**src/rtl/rv64i_subset_instruction_decoder_core_defines.svh**
```systemverilog
// Assertion macros for the instruction decoder RTL.
`ifndef RV64I_SUBSET_INSTRUCTION_DECODER_CORE_DEFINES_SVH
`define RV64I_SUBSET_INSTRUCTION_DECODER_CORE_DEFINES_SVH

`ifndef NO_ASSERTIONS
// Same-cycle implication, checked on every rising edge outside reset
`define RVD_ASSERT_IMP(lbl, ante, cons) \
    lbl: assert property (@(posedge clk) disable iff (!rst_n) (ante) |-> (cons)) \
        else $error("implication check failed");
// Next-cycle implication, checked on every rising edge outside reset
`define RVD_ASSERT_NXT(lbl, ante, cons) \
    lbl: assert property (@(posedge clk) disable iff (!rst_n) (ante) |=> (cons)) \
        else $error("next-cycle check failed");
`else
`define RVD_ASSERT_IMP(lbl, ante, cons)
`define RVD_ASSERT_NXT(lbl, ante, cons)
`endif

`endif

```
**src/rtl/rvd_pkg.sv**
```systemverilog
// Types and constants of the RV64I subset instruction decoder.
`timescale 1ns / 1ps

package rvd_pkg;

    // Major opcodes
    localparam logic [6:0] OP_RALU   = 7'b0110011;
    localparam logic [6:0] OP_IALU   = 7'b0010011;
    localparam logic [6:0] OP_LOAD   = 7'b0000011;
    localparam logic [6:0] OP_JALR   = 7'b1100111;
    localparam logic [6:0] OP_STORE  = 7'b0100011;
    localparam logic [6:0] OP_BRANCH = 7'b1100011;
    localparam logic [6:0] OP_JAL    = 7'b1101111;
    localparam logic [6:0] OP_LUI    = 7'b0110111;

    // funct7 for sub / sra
    localparam logic [6:0] F7_ALT    = 7'b0100000;
    // funct6 for srai
    localparam logic [5:0] F6_SRAI   = 6'b010000;

    // Dense mnemonic codes
    typedef enum logic [5:0] {
        MN_ADD   = 6'd0,  MN_XOR   = 6'd1,  MN_OR    = 6'd2,  MN_AND   = 6'd3,
        MN_SLL   = 6'd4,  MN_SRL   = 6'd5,  MN_SLT   = 6'd6,  MN_SLTU  = 6'd7,
        MN_SUB   = 6'd8,  MN_SRA   = 6'd9,
        MN_ADDI  = 6'd10, MN_XORI  = 6'd11, MN_ORI   = 6'd12, MN_ANDI  = 6'd13,
        MN_SLLI  = 6'd14, MN_SRLI  = 6'd15, MN_SRAI  = 6'd16, MN_SLTI  = 6'd17,
        MN_SLTIU = 6'd18,
        MN_LB    = 6'd19, MN_LH    = 6'd20, MN_LW    = 6'd21, MN_LD    = 6'd22,
        MN_LBU   = 6'd23, MN_LHU   = 6'd24, MN_LWU   = 6'd25,
        MN_JALR  = 6'd26,
        MN_SB    = 6'd27, MN_SH    = 6'd28, MN_SW    = 6'd29, MN_SD    = 6'd30,
        MN_BEQ   = 6'd31, MN_BNE   = 6'd32, MN_BLT   = 6'd33, MN_BGE   = 6'd34,
        MN_BLTU  = 6'd35, MN_BGEU  = 6'd36,
        MN_JAL   = 6'd37, MN_LUI   = 6'd38
    } mnem_t;

    // Decoded fields of one instruction
    typedef struct packed {
        logic               valid;
        mnem_t              mnemonic;
        logic [4:0]         rd;
        logic [4:0]         rs1;
        logic [4:0]         rs2;
        logic signed [20:0] imm;
        logic               has_target;
    } dec_t;

endpackage

```
**src/rtl/rvd_decode.sv**
```systemverilog
// Combinational field decode of one instruction word.
`timescale 1ns / 1ps

module rvd_decode
    import rvd_pkg::*;
(
    input  logic [31:0] instr,
    output dec_t        dec
);

    logic [6:0]         op;
    logic [2:0]         f3;
    logic [6:0]         f7;
    logic [5:0]         f6;
    logic signed [20:0] imm_i;
    logic signed [20:0] imm_sh;
    logic signed [20:0] imm_s;
    logic signed [20:0] imm_b;
    logic signed [20:0] imm_j;
    logic signed [20:0] imm_u;
    dec_t               raw;

    assign op = instr[6:0];
    assign f3 = instr[14:12];
    assign f7 = instr[31:25];
    assign f6 = instr[31:26];

    // Immediate formats, sign-extended to 21 bits (shift amounts are zero-extended, lui keeps raw upper bits)
    assign imm_i  = {{9{instr[31]}}, instr[31:20]};
    assign imm_sh = {15'd0, instr[25:20]};
    assign imm_s  = {{9{instr[31]}}, instr[31:25], instr[11:7]};
    assign imm_b  = {{8{instr[31]}}, instr[31], instr[7], instr[30:25], instr[11:8], 1'b0};
    assign imm_j  = {instr[31], instr[19:12], instr[20], instr[30:21], 1'b0};
    assign imm_u  = {1'b0, instr[31:12]};

    // Opcode / funct decode
    always_comb
    begin
        raw            = '0;
        raw.mnemonic   = MN_ADD;
        case (op)
            OP_RALU:
            begin
                raw.rd  = instr[11:7];
                raw.rs1 = instr[19:15];
                raw.rs2 = instr[24:20];
                if (f7 == 7'd0)
                begin
                    raw.valid = 1'b1;
                    case (f3)
                        3'd0:    raw.mnemonic = MN_ADD;
                        3'd1:    raw.mnemonic = MN_SLL;
                        3'd2:    raw.mnemonic = MN_SLT;
                        3'd3:    raw.mnemonic = MN_SLTU;
                        3'd4:    raw.mnemonic = MN_XOR;
                        3'd5:    raw.mnemonic = MN_SRL;
                        3'd6:    raw.mnemonic = MN_OR;
                        default: raw.mnemonic = MN_AND;
                    endcase
                end
                else if (f7 == F7_ALT && f3 == 3'd0)
                begin
                    raw.valid    = 1'b1;
                    raw.mnemonic = MN_SUB;
                end
                else if (f7 == F7_ALT && f3 == 3'd5)
                begin
                    raw.valid    = 1'b1;
                    raw.mnemonic = MN_SRA;
                end
            end
            OP_IALU:
            begin
                raw.rd  = instr[11:7];
                raw.rs1 = instr[19:15];
                raw.imm = imm_i;
                case (f3)
                    3'd1:
                    begin
                        raw.imm = imm_sh;
                        if (f6 == 6'd0)
                        begin
                            raw.valid    = 1'b1;
                            raw.mnemonic = MN_SLLI;
                        end
                    end
                    3'd5:
                    begin
                        raw.imm = imm_sh;
                        if (f6 == 6'd0)
                        begin
                            raw.valid    = 1'b1;
                            raw.mnemonic = MN_SRLI;
                        end
                        else if (f6 == F6_SRAI)
                        begin
                            raw.valid    = 1'b1;
                            raw.mnemonic = MN_SRAI;
                        end
                    end
                    3'd0:
                    begin
                        raw.valid    = 1'b1;
                        raw.mnemonic = MN_ADDI;
                    end
                    3'd2:
                    begin
                        raw.valid    = 1'b1;
                        raw.mnemonic = MN_SLTI;
                    end
                    3'd3:
                    begin
                        raw.valid    = 1'b1;
                        raw.mnemonic = MN_SLTIU;
                    end
                    3'd4:
                    begin
                        raw.valid    = 1'b1;
                        raw.mnemonic = MN_XORI;
                    end
                    3'd6:
                    begin
                        raw.valid    = 1'b1;
                        raw.mnemonic = MN_ORI;
                    end
                    default:
                    begin
                        raw.valid    = 1'b1;
                        raw.mnemonic = MN_ANDI;
                    end
                endcase
            end
            OP_LOAD:
            begin
                raw.rd    = instr[11:7];
                raw.rs1   = instr[19:15];
                raw.imm   = imm_i;
                raw.valid = 1'b1;
                case (f3)
                    3'd0:    raw.mnemonic = MN_LB;
                    3'd1:    raw.mnemonic = MN_LH;
                    3'd2:    raw.mnemonic = MN_LW;
                    3'd3:    raw.mnemonic = MN_LD;
                    3'd4:    raw.mnemonic = MN_LBU;
                    3'd5:    raw.mnemonic = MN_LHU;
                    3'd6:    raw.mnemonic = MN_LWU;
                    default: raw.valid    = 1'b0;
                endcase
            end
            OP_JALR:
            begin
                raw.rd       = instr[11:7];
                raw.rs1      = instr[19:15];
                raw.imm      = imm_i;
                raw.valid    = (f3 == 3'd0);
                raw.mnemonic = MN_JALR;
            end
            OP_STORE:
            begin
                raw.rs1   = instr[19:15];
                raw.rs2   = instr[24:20];
                raw.imm   = imm_s;
                raw.valid = 1'b1;
                case (f3)
                    3'd0:    raw.mnemonic = MN_SB;
                    3'd1:    raw.mnemonic = MN_SH;
                    3'd2:    raw.mnemonic = MN_SW;
                    3'd3:    raw.mnemonic = MN_SD;
                    default: raw.valid    = 1'b0;
                endcase
            end
            OP_BRANCH:
            begin
                raw.rs1        = instr[19:15];
                raw.rs2        = instr[24:20];
                raw.imm        = imm_b;
                raw.valid      = 1'b1;
                raw.has_target = 1'b1;
                case (f3)
                    3'd0:    raw.mnemonic = MN_BEQ;
                    3'd1:    raw.mnemonic = MN_BNE;
                    3'd4:    raw.mnemonic = MN_BLT;
                    3'd5:    raw.mnemonic = MN_BGE;
                    3'd6:    raw.mnemonic = MN_BLTU;
                    3'd7:    raw.mnemonic = MN_BGEU;
                    default: raw.valid    = 1'b0;
                endcase
            end
            OP_JAL:
            begin
                raw.rd         = instr[11:7];
                raw.imm        = imm_j;
                raw.valid      = 1'b1;
                raw.has_target = 1'b1;
                raw.mnemonic   = MN_JAL;
            end
            OP_LUI:
            begin
                raw.rd       = instr[11:7];
                raw.imm      = imm_u;
                raw.valid    = 1'b1;
                raw.mnemonic = MN_LUI;
            end
            default:
            begin
                raw.valid = 1'b0;
            end
        endcase
    end

    // Unrecognized words report all-zero fields
    always_comb
    begin
        dec          = raw;
        if (!raw.valid)
        begin
            dec          = '0;
            dec.mnemonic = MN_ADD;
        end
    end

endmodule

```
**src/rtl/rv64i_subset_instruction_decoder_core.sv**
```systemverilog
// Top level of the RV64I subset instruction decoder: input stage, pc, result register.
//
//  channel   dir  signals                         contents
//  s_axis    in   tvalid tready tdata[31:0]       instr_word
//  m_axis    out  tvalid tready tdata[111:0] tuser[1:0]  decoded instruction
//
//  One transaction per clock in each direction while the output is not stalled.
//  A word taken is held in the input register, then loaded into the result
//  register, and is on the output from then on.
//  The pc increment feeds back into the pc register.
//  Reset clears the pc to zero and empties both stages.
//  A stalled output holds its result; the input stage still takes a word while
//  it is empty or while its word moves on to the result register in that cycle.
`timescale 1ns / 1ps
`include "rv64i_subset_instruction_decoder_core_defines.svh"

module rv64i_subset_instruction_decoder_core
    import rvd_pkg::*;
(
    input  logic         clk,
    input  logic         rst_n,
    input  logic         s_axis_tvalid,
    output logic         s_axis_tready,
    input  logic [31:0]  s_axis_tdata,   // [31:0] instr_word
    output logic         m_axis_tvalid,
    input  logic         m_axis_tready,
    // [5:0] mnemonic, [10:6] rd_index, [15:11] rs1_index, [20:16] rs2_index,
    // [41:21] immediate, [73:42] instr_addr, [105:74] target_addr, [111:106] zero
    output logic [111:0] m_axis_tdata,
    // [0] valid_res, [1] has_target
    output logic [1:0]   m_axis_tuser
);

    logic        in_acc;
    logic        out_free;
    logic        s1_move;

    logic        s1_valid_reg;
    logic        s1_valid_next;
    logic [31:0] s1_word_reg;
    logic [31:0] s1_addr_reg;
    logic [31:0] pc_reg;
    logic [31:0] pc_next;

    dec_t        dec;
    logic [31:0] target_next;

    logic        out_valid_reg;
    logic        out_valid_next;
    dec_t        out_dec_reg;
    logic [31:0] out_addr_reg;
    logic [31:0] out_target_reg;

    // Handshake control
    assign out_free      = !out_valid_reg || m_axis_tready;
    assign s1_move       = s1_valid_reg && out_free;
    assign s_axis_tready = !s1_valid_reg || out_free;
    assign in_acc        = s_axis_tvalid && s_axis_tready;

    assign pc_next        = pc_reg + 32'd4;
    assign s1_valid_next  = in_acc ? 1'b1 : (s1_move ? 1'b0 : s1_valid_reg);
    assign out_valid_next = s1_move ? 1'b1 : (m_axis_tready ? 1'b0 : out_valid_reg);

    // Control registers
    always_ff @(posedge clk or negedge rst_n)
    begin
        if (!rst_n)
        begin
            pc_reg        <= '0;
            s1_valid_reg  <= 1'b0;
            out_valid_reg <= 1'b0;
        end
        else
        begin
            if (in_acc)
            begin
                pc_reg <= pc_next;
            end
            s1_valid_reg  <= s1_valid_next;
            out_valid_reg <= out_valid_next;
        end
    end

    // Input stage payload: word and its address
    always_ff @(posedge clk)
    begin
        if (in_acc)
        begin
            s1_word_reg <= s_axis_tdata;
            s1_addr_reg <= pc_reg;
        end
    end

    rvd_decode u_decode (
        .instr (s1_word_reg),
        .dec   (dec)
    );

    // Branch / jal target, wraps modulo 2^32
    assign target_next = dec.has_target
                       ? s1_addr_reg + {{11{dec.imm[20]}}, dec.imm}
                       : 32'd0;

    // Result register payload
    always_ff @(posedge clk)
    begin
        if (s1_move)
        begin
            out_dec_reg    <= dec;
            out_addr_reg   <= s1_addr_reg;
            out_target_reg <= target_next;
        end
    end

    // Output packing
    assign m_axis_tvalid = out_valid_reg;
    assign m_axis_tdata  = {6'd0, out_target_reg, out_addr_reg, out_dec_reg.imm,
                            out_dec_reg.rs2, out_dec_reg.rs1, out_dec_reg.rd,
                            out_dec_reg.mnemonic};
    assign m_axis_tuser  = {out_dec_reg.has_target, out_dec_reg.valid};

    // Checks
    `RVD_ASSERT_NXT(a_pc_step, in_acc, pc_reg == $past(pc_reg) + 32'd4)
    `RVD_ASSERT_IMP(a_target_valid, m_axis_tvalid && m_axis_tuser[1], m_axis_tuser[0])
    `RVD_ASSERT_IMP(a_invalid_zero, m_axis_tvalid && !m_axis_tuser[0], m_axis_tdata[41:0] == 42'd0 && m_axis_tdata[105:74] == 32'd0)
    `RVD_ASSERT_NXT(a_out_hold, out_valid_reg && !m_axis_tready, out_valid_reg && $stable(out_addr_reg))

endmodule
```
**config.mk**
```make
export PLATFORM = sky130hd
export DESIGN_NAME = rv64i_subset_instruction_decoder_core
export DESIGN_NICKNAME = d
export VERILOG_FILES = /design/src/rtl/rvd_pkg.sv /design/src/rtl/rvd_decode.sv /design/src/rtl/rv64i_subset_instruction_decoder_core.sv
export VERILOG_INCLUDE_DIRS = /design/src /design/src/rtl
export SDC_FILE = /design/constraint.sdc
export NUM_CORES = 1
export LEC_CHECK = 0
export ABC_AREA = 1
export ABC_CLOCK_PERIOD_IN_PS = 15650
export BUFFER_PORTS_ARGS = -buffer_cell sky130_fd_sc_hd__clkbuf_2
export CAP_MARGIN = 20
export CORE_ASPECT_RATIO = 0.75
export CORE_UTILIZATION = 51
export CTS_CLUSTER_DIAMETER = 150
export CTS_CLUSTER_SIZE = 24
export DETAILED_ROUTE_END_ITERATION = 8
export PLACE_DENSITY = 0.74
export SLEW_MARGIN = 20
export SYNTH_ARGS = -nofsm -noshare
export SYNTH_HDL_FRONTEND = slang
export SYNTH_SLANG_ARGS = --single-unit
export TNS_END_PERCENT = 20
```
**constraint.sdc**
```tcl
create_clock -name clk -period 15.65 [get_ports clk]
set_clock_uncertainty 0.15 [all_clocks]
set_input_delay 0 -clock clk [delete_from_list [all_inputs] [get_ports clk]]
set_output_delay 0 -clock clk [all_outputs]
set_load 0.1 [all_outputs]
```
; ---- Yosys cells after proc, flatten, opt, wreduce, memory -nomap -nowiden
; Cells that the tools add are included.
[word_totals]
regBits = 206
inputBits = 36
output_inout_bits = 116
word_cells = 86
[classes]
addsub = 2
eq_ne = 17
n_mux = 27
n_reduce_logical = 26
[op_table]
columns = operator, count
row1 = $pmux W21 S6, 1
row2 = $pmux W7 S7, 1
row3 = $pmux W6 S8, 1
row4 = $mux W44, 1
row5 = $mux W7, 6
row6 = $pmux W6 S6, 1
row7 = $pmux W5 S7, 1
row8 = $add A32 B3 Y32 const B, 1
row9 = $add A32 B32 Y32, 1
row10 = $eq A7 B6 Y1 const B, 4
row11 = $eq A7 B7 Y1 const B, 3
row12 = $mux W21, 1
row13 = $pmux W3 S7, 1
row14 = $pmux W5 S4, 1
row15 = $reduce_or A6 Y1, 3
row16 = $mux W5, 3
row17 = $eq A3 B3 Y1 const B, 4
row18 = $mux W1, 8
row19 = $reduce_or A2 Y1, 4
row20 = $eq A7 B2 Y1 const B, 1
row21 = $eq A7 B5 Y1 const B, 1
row22 = $logic_not A7 Y1, 1
row23 = $pmux W1 S7, 1
row24 = $reduce_or A7 Y1, 1
row25 = 12 further kinds, 21

; ---- Depth between registers and ports, before layout
; Gate-level depths: netlist of run 1.
[logic_depth]
word_depth = 8
depth_mapped = 23

; ---- Cells and area by module
; Synthesis of run 1 repeated with hierarchy kept, for this count alone.
[hier_totals]
cells_unflattened = 1235
hier_area_um2 = 10905.5
[by_module_without_submodules]
columns = mod, instances, cells_per_inst, area_each_um2, seq_area_each_um2
row1 = rv64i_subset_instruction_decoder_core, 1, 892, 9142.5, 5845.6
row2 = rvd_decode, 1, 343, 1762.9, 0.0

; ---- Worst setup path after synthesis of run 1
; Ideal clock, no wire load.
[synth_path]
path_kind = reg-to-reg
from = reg out_valid_reg, in the netlist m_axis_tvalid
to = reg out_dec_reg (netlist bit m_axis_tdata[0]) (enable)
setup_ns = 0.606
t_arrival_ns = 6.087
required_time_ns = 14.894
slack_ns = 8.807
path_stages_with_launch = 2
n_path_buf = 0
period_less_slack_ns = 6.843
path_cell_list = dfrtp_1 -> a21oi_1
[synth_between]
elab_chain_len = 3
[synth_rtl]
columns = item, line
row1 = from (decl), rv64i_subset_instruction_decoder_core.sv:48  ; logic out_valid_reg;
row2 = from (signal assigned), rv64i_subset_instruction_decoder_core.sv:80  ; out_valid_reg <= out_valid_next;
row3 = $logic_not A1 Y1, rv64i_subset_instruction_decoder_core.sv:55  ; assign out_free = !out_valid_reg || m_axis_tready;
row4 = $logic_or A1 B1 Y1, rv64i_subset_instruction_decoder_core.sv:55
row5 = $logic_and A1 B1 Y1, rv64i_subset_instruction_decoder_core.sv:56  ; assign s1_move = s1_valid_reg && out_free;
row6 = to (signal assigned), rv64i_subset_instruction_decoder_core.sv:109  ; out_dec_reg <= dec;
row7 = to (decl), rv64i_subset_instruction_decoder_core.sv:50  ; dec_t out_dec_reg;
; Every way passes these cells.
; A chain may end at the register's enable or synchronous reset.

==> results of run 1 <==
area by class of cell:
type                       count  area [sq um]  share of cell area [%]
clock buffer                  19           464                    3.90
clock inverter                13           159                    1.33
inverter                     130           488                    4.10
multi-input combinational    668          3570                    29.9
sequential                   200          5850                    49.1
tap                          247           309                    2.59
timing repair buffer         180          1080                    9.07
synth_stat cells (all sizes together):
master,number
nor4b,1
ha,30
o311a,1
a31oi,2
o21ai,37
nor3,26
nand4,9
and2,1
conb,1
o221ai,7
a21boi,1
o31ai,1
a22oi,6
nor2,143
nand3,65
a41oi,1
o21bai,6
buf,15
o211ai,7
edfxtp,168
a21oi,46
o32ai,1
inv,130
a211oi,1
fa,1
dfrtp,32
o2111ai,2
a311oi,1
o22ai,3
clkbuf,3
xnor2,11
xor2,26
nor4,5
or2,1
nand2,217
placed cells by master, fill, tap and decap left out, drive strengths merged, types with 11 or more instances in the layout:
cell type,instances
a21oi,46
clkbuf,162
dfrtp,32
dlygate4sd3,35
edfxtp,168
ha,30
inv,140
nand2,217
nand3,65
nor2,143
nor3,26
o21ai,37
xnor2,11
xor2,26
cells by family after synthesis:
kind of cell / after synthesis / synth area share [%]
other: 1 / 0.0376
AND/OR/NAND/NOR: 468 / 20.7
buffers and inverters: 148 / 6.14
adder cells (fa/ha/maj): 31 / 3.96
flip-flops: 200 / 58.6
XOR/XNOR: 37 / 3.25
AO/OA/AOI/OAI: 123 / 7.39
critical path, cell delays in order (launching register included):
cell and delay [ps]:
edfxtp_1 430, nand2_1 150, nor2_2 70, nand2_1 370, nand2_2 180, a21oi_1 160, nand3_1 470, nand2_1 260
inv_1 100, ha_1 250, fa_1 440, nand3_1 110, nand2_1 160, nand2_1 120, o211ai_1 200, nand2_1 110
nand2_1 100, nand3_1 110, nand3_1 80, nand3_1 90, inv_1 40
power by group through the flow:
stage	combinational, mW	sequential, mW	clock [mW]
after global placement	0.341	0.707	0
after floorplan	0.0953	0.890	0
after global routing	0.370	0.705	0.484
final	0.350	0.699	0.457
after CTS	0.351	0.698	0.462
after detailed placement	0.342	0.709	0
stage by stage:
stage | hold WS (ps) | cell area, sq um | power [mW] | worst slack [ps] | utilization [%]
final | 27.1 | 11900 | 1.51 | 11230 | 63.3
after global routing | 105 | 11900 | 1.56 | 10820 | 63.3
after CTS | 45.6 | 11900 | 1.51 | 11270 | 63.3
after detailed placement | -16.6 | 10900 | 1.05 | 11350 | 58.1
after global placement | -22.2 | 10900 | 1.05 | 11320 | 58.1
after floorplan | -446 | 10000 | 0.986 | 8810 | -
layer usage:
layer	part of all wire, %	wire length, um	vias to the layer above
met4	1.5	377	0
met1	49	12600	3732
met3	8.4	2190	31
li1	-	-	3792
met5	0	0	-
met2	42	10800	384
what timing repair did:
action / 4_1_cts / 5_1_grt
hold endpoints to repair: 74 / 0
hold buffers: 35 / 0
buffers inserted: 0 / 0
setup endpoints to repair: 0 / 0
worst max path at each step:
| stage | start | to | slack, ps | depth (start not counted) |
|---|---|---|---|---|
| 6_report | s1_word_reg[5] | out_target_reg[30] | 11230 | 20 |
| 3_5_place_dp | s1_word_reg[4] | out_target_reg[30] | 11350 | 17 |
| 5_1_grt | s1_word_reg[5] | out_target_reg[21] | 10820 | 16 |
| 3_3_place_gp | s1_word_reg[4] | out_target_reg[31] | 11320 | 18 |
| 4_1_cts | s1_word_reg[5] | out_target_reg[30] | 11270 | 20 |
| 2_1_floorplan | m_axis_tvalid | m_axis_tdata[0] | 8810 | 1 |
==> results.toml, run 1 <==
[run_status]
status = "finished clean"

[power_and_ir_drop]
p_leak_nw = 5.37
p_sw_mw = 0.571
p_clk_share_pct = 30.3
comb_power_share_pct = 23.2
power_density_mw_per_mm2 = 126
p_int_mw = 0.936
switching_share_pct = 37.9
ir_drop_v = 0.0000720
sequentialPowerShare_pct = 46.4

[clock_tree]
htreeDepth = 4
cts_buffers = 17
post_cts_resized = 0
root_buffer = "clkbuf_16"
numClockSinks = 200
clk_latency_ps = 440
tritoncts = "built"
cts_buffer_depth = 2
clk_pin_slew_ps = 80

[sta]
tightestPinTransition_ps = 1060
period_needed_ps = 4420
setup_violations = 0
slew_violations = 0
hold_viol_final = 0
slew_headroom_pct = 29.5
max_freq_mhz = 226
timing.setup.tns_ps = 0
rsz0062_at_grt = "false"
post-route-period-util_pct = 28.2

[worst_setup_path]
start_kind = "register"
rrSetupSlack_ps = 11230
rr_worst_depth = 20
end_kind = "register"
rr_endpoint = "out_target_reg[30]"
critPathRequiredTime_ps = 15700
reg2reg_from = "s1_word_reg[5]"
arrival_ps = 4470
worst-path-max-fanout = 16
worst-setup-path-type = "reg2reg"

[synthesis]
postSynthAreaPerCell_sq_um = 9.90
ys_seq_area_share_pct = 58.6
synthesis.area_sq_mm = 0.00998
yosys_register_bits = 200
yosys.area.top_type = "edfxtp_1"
synth_warnings = 0
synthTopCellsByArea = "edfxtp_1 (51%), dfrtp_1 (8.0%), nand2_1 (7.9%)"
synth_cells = 1008
synth.top_cell.area_share_pct = 50.5
yosysUniqueCellTypes = 49

[routing]
drc = 0
drt_wl_total_um = 25900
wl_per_cell_um = 17.8
via_count = 7939
viasPerCell = 5.45
dr.pass1.iters = 5
drtIter0Drc = 864
ant_nets = 0

[floorplanning]
initial_core_util_pct = 53.0
rows = 43
die_area_sq_mm = 0.0201
dieWidth_um = 164
die_y_um = 123
fp.coreArea_sq_mm = 0.0188
ios = 152

[global_routing]
grt_pass1_wl_um = 39500
met2_usage_pct = 38.6
grt_overflow = 0
grt_pass1_vias = 7177
use_met3_pct = 5.67
track_usage_pct = 26.8
busiest_layer = "met1"
grt_antenna_before_repair = 0
grt_use_met1_pct = 41.0
grt_max_degree = 87

[run]
cap_violations = 0

[worst_hold_path]
hp-class = "in2async"

[final_layout]
nFillCells = 1549
largest_reg_flops = 42
layout-drive-gt1-share_pct = 17.5
stdcell_count = 1457
area_growth_pct = 19.3
nets = 1264
n_antenna_cell = 0

[place]
numPortBuffers = 143
placedCellCount = 1390
gp_congestion = 0.956
post-dp-hpwl_um = 19500
No activity file was read; power rests on OpenSTA's default activity.
==> inputs of run 2 (changes only) <==
--- a/config.mk
+++ b/config.mk
@@ -7,7 +7,7 @@
 export NUM_CORES = 1
 export LEC_CHECK = 0
 export ABC_AREA = 1
-export ABC_CLOCK_PERIOD_IN_PS = 15650
+export ABC_CLOCK_PERIOD_IN_PS = 3900
 export BUFFER_PORTS_ARGS = -buffer_cell sky130_fd_sc_hd__clkbuf_2
 export CAP_MARGIN = 20
 export CORE_ASPECT_RATIO = 0.75
@@ -15,7 +15,7 @@
 export CTS_CLUSTER_DIAMETER = 150
 export CTS_CLUSTER_SIZE = 24
 export DETAILED_ROUTE_END_ITERATION = 8
-export PLACE_DENSITY = 0.74
+export PLACE_DENSITY = 0.77
 export SLEW_MARGIN = 20
 export SYNTH_ARGS = -nofsm -noshare
 export SYNTH_HDL_FRONTEND = slang
==> constraint.sdc (replaced) <==
create_clock -name clk -period 3.9 [get_ports clk]
set_clock_uncertainty 0.15 [all_clocks]
set_input_delay 0 -clock clk [delete_from_list [all_inputs] [get_ports clk]]
set_output_delay 0 -clock clk [all_outputs]
set_load 0.1 [all_outputs]
==> results.toml, run 2 (synthesis gave the netlist of run 1 again) <==
[final_layout]
stdcell_count = 1551
area_growth_pct = 26.7
n_antenna_cell = 0
layout-drive-gt1-share_pct = 24.5
largest_reg_flops = 42
postLayoutCoreUtil_pct = 67.2
nets = 1358
final_common_cell = "nand2_1"
mostFrequentLayoutCells = "nand2_1 (207), edfxtp_1 (168), clkbuf_2 (143)"
nFillCells = 1520

[sta]
hold_viol_final = 0
period_needed_ps = 3730
max_freq_mhz = 268
rsz0062_at_grt = "true"
slew_violations = 0
post-route-period-util_pct = 95.7
slew_headroom_pct = 39.2
setup_violations = 0
tightestPinTransition_ps = 910

[routing]
via_count = 8277
ant_nets = 0
viasPerCell = 5.34
wl_per_cell_um = 17.6
drt_wl_total_um = 27300
drc = 0
dr.pass1.iters = 5
drtIter0Drc = 916

[global_routing]
busiest_layer = "met1"
track_usage_pct = 27.8
use_met3_pct = 6.17
grt_overflow = 0
grt_pass1_wl_um = 41100
grt_use_met1_pct = 42.6
grt_antenna_before_repair = 0
met2_usage_pct = 39.1
grt_max_degree = 52
grt_pass1_vias = 7576

[worst_setup_path]
critPathRequiredTime_ps = 3950
worst-path-max-fanout = 6
crit_family = "simple AND/OR/NAND/NOR gates"
arrival_ps = 3780
slowest_delay_ps = 420
cp_num_buf_inv = 4
worstSetupPathDepth = 22
start_kind = "register"
end_kind = "register"
rr_worst_depth = 22
crit_top_cell = "nand2_1"
crit_chain = "inv_2, nand2_1, nor2_2, nand2_1, nand2_2, a21oi_2, nand3_2, buf_4, nand2_1, inv_1, ha_1, fa_1, nand3_1, nand2_1, nand2_1, o211ai_1, nand2_1, nand2_1, nand3_1, nand3_1, nand3_1, inv_1"
worst-setup-path-type = "reg2reg"
slowest_stage = "edfxtp_1"

[floorplanning]
ios = 152
die_y_um = 123
rows = 43
initial_core_util_pct = 53.0
dieWidth_um = 164
fp.coreArea_sq_mm = 0.0188
die_area_sq_mm = 0.0201

[worst_hold_path]
hp-class = "in2async"

[place]
post-dp-hpwl_um = 21100
gp_congestion = 0.975
placedCellCount = 1481
numPortBuffers = 143

[clock_tree]
root_buffer = "clkbuf_16"
tritoncts = "built"
clk_pin_slew_ps = 80
clk_latency_ps = 440
htreeDepth = 4
cts_buffers = 17
numClockSinks = 200
cts_buffer_depth = 2

[run]
cap_violations = 0

[power_and_ir_drop]
switching_share_pct = 37.9
p_leak_nw = 5.80
sequentialPowerShare_pct = 46.6
power_density_mw_per_mm2 = 474
p_clk_share_pct = 28.6
ir_drop_v = 0.000339
comb_power_share_pct = 24.8
p_sw_mw = 2.27
p_int_mw = 3.73

[run_status]
status = "finished clean"
==> run 2: metrics by stage <==
stage	hold slack (ps)	cell area [sq um]	power (mW)	setup slack, ps	TNS, ps
global placement	-44.5	11600	4.27	172	0
CTS	39.0	12600	6.01	75.7	0
floorplan	-446	10000	3.94	-103	-6660
global route	90.9	12700	6.19	0.221	0
finish	32.9	12700	6.00	169	0
detailed placement	-33.9	11600	4.29	103	0
==> run 2: cell type report <==
class,count,area (sq um),area share (%)
Sequential cell,200,5850,46.2
Multi-Input combinational cell,668,3620,28.6
Timing Repair Buffer,273,1800,14.3
Inverter,130,492,3.89
Clock buffer,19,433,3.42
Tap cell,247,309,2.44
Clock inverter,13,140,1.11
Timing Repair inverter,1,7.51,0.0593
==> run 2: path summary, 6_finish.rpt <==
kind	slack [ps]	start	end
worst max-delay path	170	s1_word_reg[4]	out_target_reg[30]
worst min-delay path	30	rst_n	pc_reg[24]
worst max register to register	170	s1_word_reg[4]	out_target_reg[30]
worst min register to register	300	pc_reg[29]	s1_addr_reg[29]
max in group asynchronous	3060	rst_n	pc_reg[2]
min in group clk	120	s_axis_tdata[27]	s1_word_reg[27]
==> run 2: metal layers <==
layer	vias to the layer above	wire length [um]
met1	3840	12800
met2	412	11300
met5	-	0
met3	51	2670
li1	3974	-
met4	0	547
==> run 2: timing repair <==
item                                    in CTS  in global routing
resized for setup                            0                 17
endpoints found under the hold margin       74                  0
endpoints found under the setup margin       0                 19
setup buffers                                0                  2
hold buffers                                35                  0
==> run 2: worst register-to-register path: stages, from the launching register on <==
cell	delay, ps
edfxtp_1	420
inv_2	70
nand2_1	110
nor2_2	70
nand2_1	160
nand2_2	150
a21oi_2	180
nand3_2	200
buf_4	220
nand2_1	60
inv_1	60
ha_1	240
fa_1	400
nand3_1	100
nand2_1	160
nand2_1	100
o211ai_1	160
nand2_1	110
nand2_1	90
nand3_1	100
nand3_1	70
nand3_1	80
inv_1	40
==> run 2: power groups by stage <==
stage                     Combinational, mW  Clock (mW)  Sequential [mW]
after floorplan                       0.385           0             3.56
after global placement                 1.44           0             2.83
after detailed placement               1.45           0             2.84
after CTS                              1.48        1.74             2.79
after global routing                   1.57        1.81             2.82
final                                  1.49        1.72             2.80
==> inputs of run 3 (changes only) <==
--- a/config.mk
+++ b/config.mk
@@ -15,9 +15,10 @@
 export CTS_CLUSTER_DIAMETER = 150
 export CTS_CLUSTER_SIZE = 24
 export DETAILED_ROUTE_END_ITERATION = 8
-export PLACE_DENSITY = 0.77
+export PLACE_DENSITY = 0.76
 export SLEW_MARGIN = 20
 export SYNTH_ARGS = -nofsm -noshare
 export SYNTH_HDL_FRONTEND = slang
+export SYNTH_HIERARCHICAL = 1
 export SYNTH_SLANG_ARGS = --single-unit
 export TNS_END_PERCENT = 20
==> results.toml, run 3 <==
[global_routing]
grt_max_degree = 96
grt_overflow = 0
grt_antenna_before_repair = 0
grt_pass1_wl_um = 44700
grt_pass1_vias = 8314
track_usage_pct = 27.3

[run]
cap_violations = 0

[routing]
topRoutingLayerUsed = "met4"
ant_nets = 0
drt_wl_total_um = 28700
wl_per_cell_um = 16.5
drc = 0
dr_wl_met2_um = 12100
viasPerCell = 5.22
via_count = 9087
drtIter0Drc = 1137
wl_met1_um = 13500
dr_wl_met3_um = 2690
dr.pass1.iters = 7

[floorplanning]
initial_core_util_pct = 52.9
dieWidth_um = 171
rows = 45
die_y_um = 129
die_area_sq_mm = 0.0220
ios = 152
fp.coreArea_sq_mm = 0.0206

[power_and_ir_drop]
ir_drop_v = 0.000337
power_density_mw_per_mm2 = 450
power_mw = 5.88
p_leak_nw = 6.03

[worst_setup_path]
rr_endpoint = "out_target_reg[22]"
rr_worst_depth = 22
rrSetupSlack_ps = 270
worst-path-max-fanout = 10
end_kind = "register"
worst-setup-path-type = "reg2reg"
critPathRequiredTime_ps = 3950
arrival_ps = 3680
start_kind = "register"
reg2reg_from = "s1_word_reg[2]"

[sta]
post-route-period-util_pct = 93.1
slew_headroom_pct = 31.1
setup_violations = 0
rsz0062_at_grt = "false"
period_needed_ps = 3630
slew_violations = 0
hold_viol_final = 0
tightestPinTransition_ps = 1030
max_freq_mhz = 275

[synthesis]
synth_edf_count = 168
synth_cells = 1235
synth.top_cell.area_share_pct = 46.3
yosysUniqueCellTypes = 38
synthesis.area_sq_mm = 0.0109
yosys_register_bits = 200
synthArstFlopShare_pct = 16.0
synth_ff_type = "edfxtp_1"
postSynthAreaPerCell_sq_um = 8.83
synthTopCellsByCount = "nand2_1 (380), edfxtp_1 (168), nor2_1 (153)"
ys_seq_area_share_pct = 53.6
yosys.area.top_type = "edfxtp_1"
synthTopCellsByArea = "edfxtp_1 (46%), nand2_1 (13%), dfrtp_1 (7.3%)"
yosysMostFrequentCell = "nand2_1"
synth_warnings = 6

[worst_hold_path]
hp-class = "in2async"

[clock_tree]
clk_pin_slew_ps = 80
htreeDepth = 4
numClockSinks = 200
cts_buffer_depth = 2
root_buffer = "clkbuf_16"
tritoncts = "built"
clk_latency_ps = 450
cts_buffers = 17

[final_layout]
largest_reg_flops = 42
n_antenna_cell = 0
nFillCells = 1742
mostFrequentLayoutCells = "nand2_1 (379), edfxtp_1 (168), nor2_1 (150)"
layout-drive-gt1-share_pct = 19.5
ff_latch_area_sq_mm = 0.00585
multi_input_area_sq_mm = 0.00434
final_common_cell = "nand2_1"
area_growth_pct = 19.9
stdcell_count = 1741
nets = 1513

[place]
post-dp-hpwl_um = 21500
numPortBuffers = 143
placedCellCount = 1663
gp_congestion = 0.964

[run_status]
status = "finished clean"
## run 3: where the power goes
| group | internal (mW) | switching (mW) |
|---|---|---|
| Sequential | 2.56 | 0.168 |
| Clock | 0.923 | 0.842 |
| Combinational | 0.219 | 1.16 |
## run 3: through the flow
step | hold slack, ps | setup WS, ps | utilization (%) | instance area, sq um | setup TNS [ps]
after CTS | 48.0 | 47.8 | 62.9 | 13000 | 0
after global placement | -26.9 | 8.49 | 58.3 | 12000 | 0
after global routing | 106 | 1.81 | 63.4 | 13100 | 0
final | 23.1 | 268 | 63.4 | 13100 | 0
after floorplan | -446 | -314 | - | 10900 | -18910
after detailed placement | -16.8 | 7.99 | 58.3 | 12000 | 0
## run 3: cells by family after synthesis
kind of cell	synth area share [%]
flops	53.6
xor+xnor	2.01
compound gates	4.31
other cells	0.0344
simple gates	29.1
fa+ha+maj	3.63
buf+inv	7.31
## run 3: worst max-delay path, cell delays in order (launching register included)
cell and delay, ps:
edfxtp_1 450, inv_2 90, nand2_2 70, nor2_4 150, nand2_2 90, inv_2 190, nand2_1 120, nand2_2 180
nor2_2 120, nor2_1 180, ha_2 220, inv_1 50, fa_1 390, inv_1 100, nand3_1 70, nand3_1 170
nand3_1 100, nand3_1 180, nand2_1 70, nand2_1 90, nand2_1 50, nand2_1 60, nor2_1 50
## run 3: worst max path at each step
stage	startpoint	endpoint	slack (ps)	cells after the start
after floorplan	m_axis_tvalid	pc_reg[28]	-310	6
after global placement	s1_word_reg[13]	out_target_reg[20]	8	18
after detailed placement	s1_word_reg[13]	out_target_reg[20]	8	18
after CTS	s1_word_reg[13]	out_target_reg[26]	50	19
after global routing	s1_word_reg[14]	out_target_reg[26]	2	19
final	s1_word_reg[2]	out_target_reg[22]	270	22
## run 3: final cells by class
class / count / area share [%]
Inverter: 156 / 4.51
Sequential cell: 200 / 44.7
Clock buffer: 20 / 3.42
Clock inverter: 12 / 1.06
Multi-Input combinational cell: 858 / 33.2
Timing Repair Buffer: 213 / 10.4
Tap cell: 282 / 2.70
## run 3: metal layers
layer  track usage (%)  vias to the layer above
met4              7.41                        0
met5                 0                        -
li1                  -                     4427
met2              39.9                      399
met1              41.5                     4219
met3              4.95                       42
## run 3: timing repair
action,4_1_cts,5_1_grt
endpoints found under the setup margin,1,23
pin swaps,1,5
hold endpoints to repair,79,0
resized for setup,0,10
hold buffers,35,0
cloned,1,1
buffers inserted,0,9
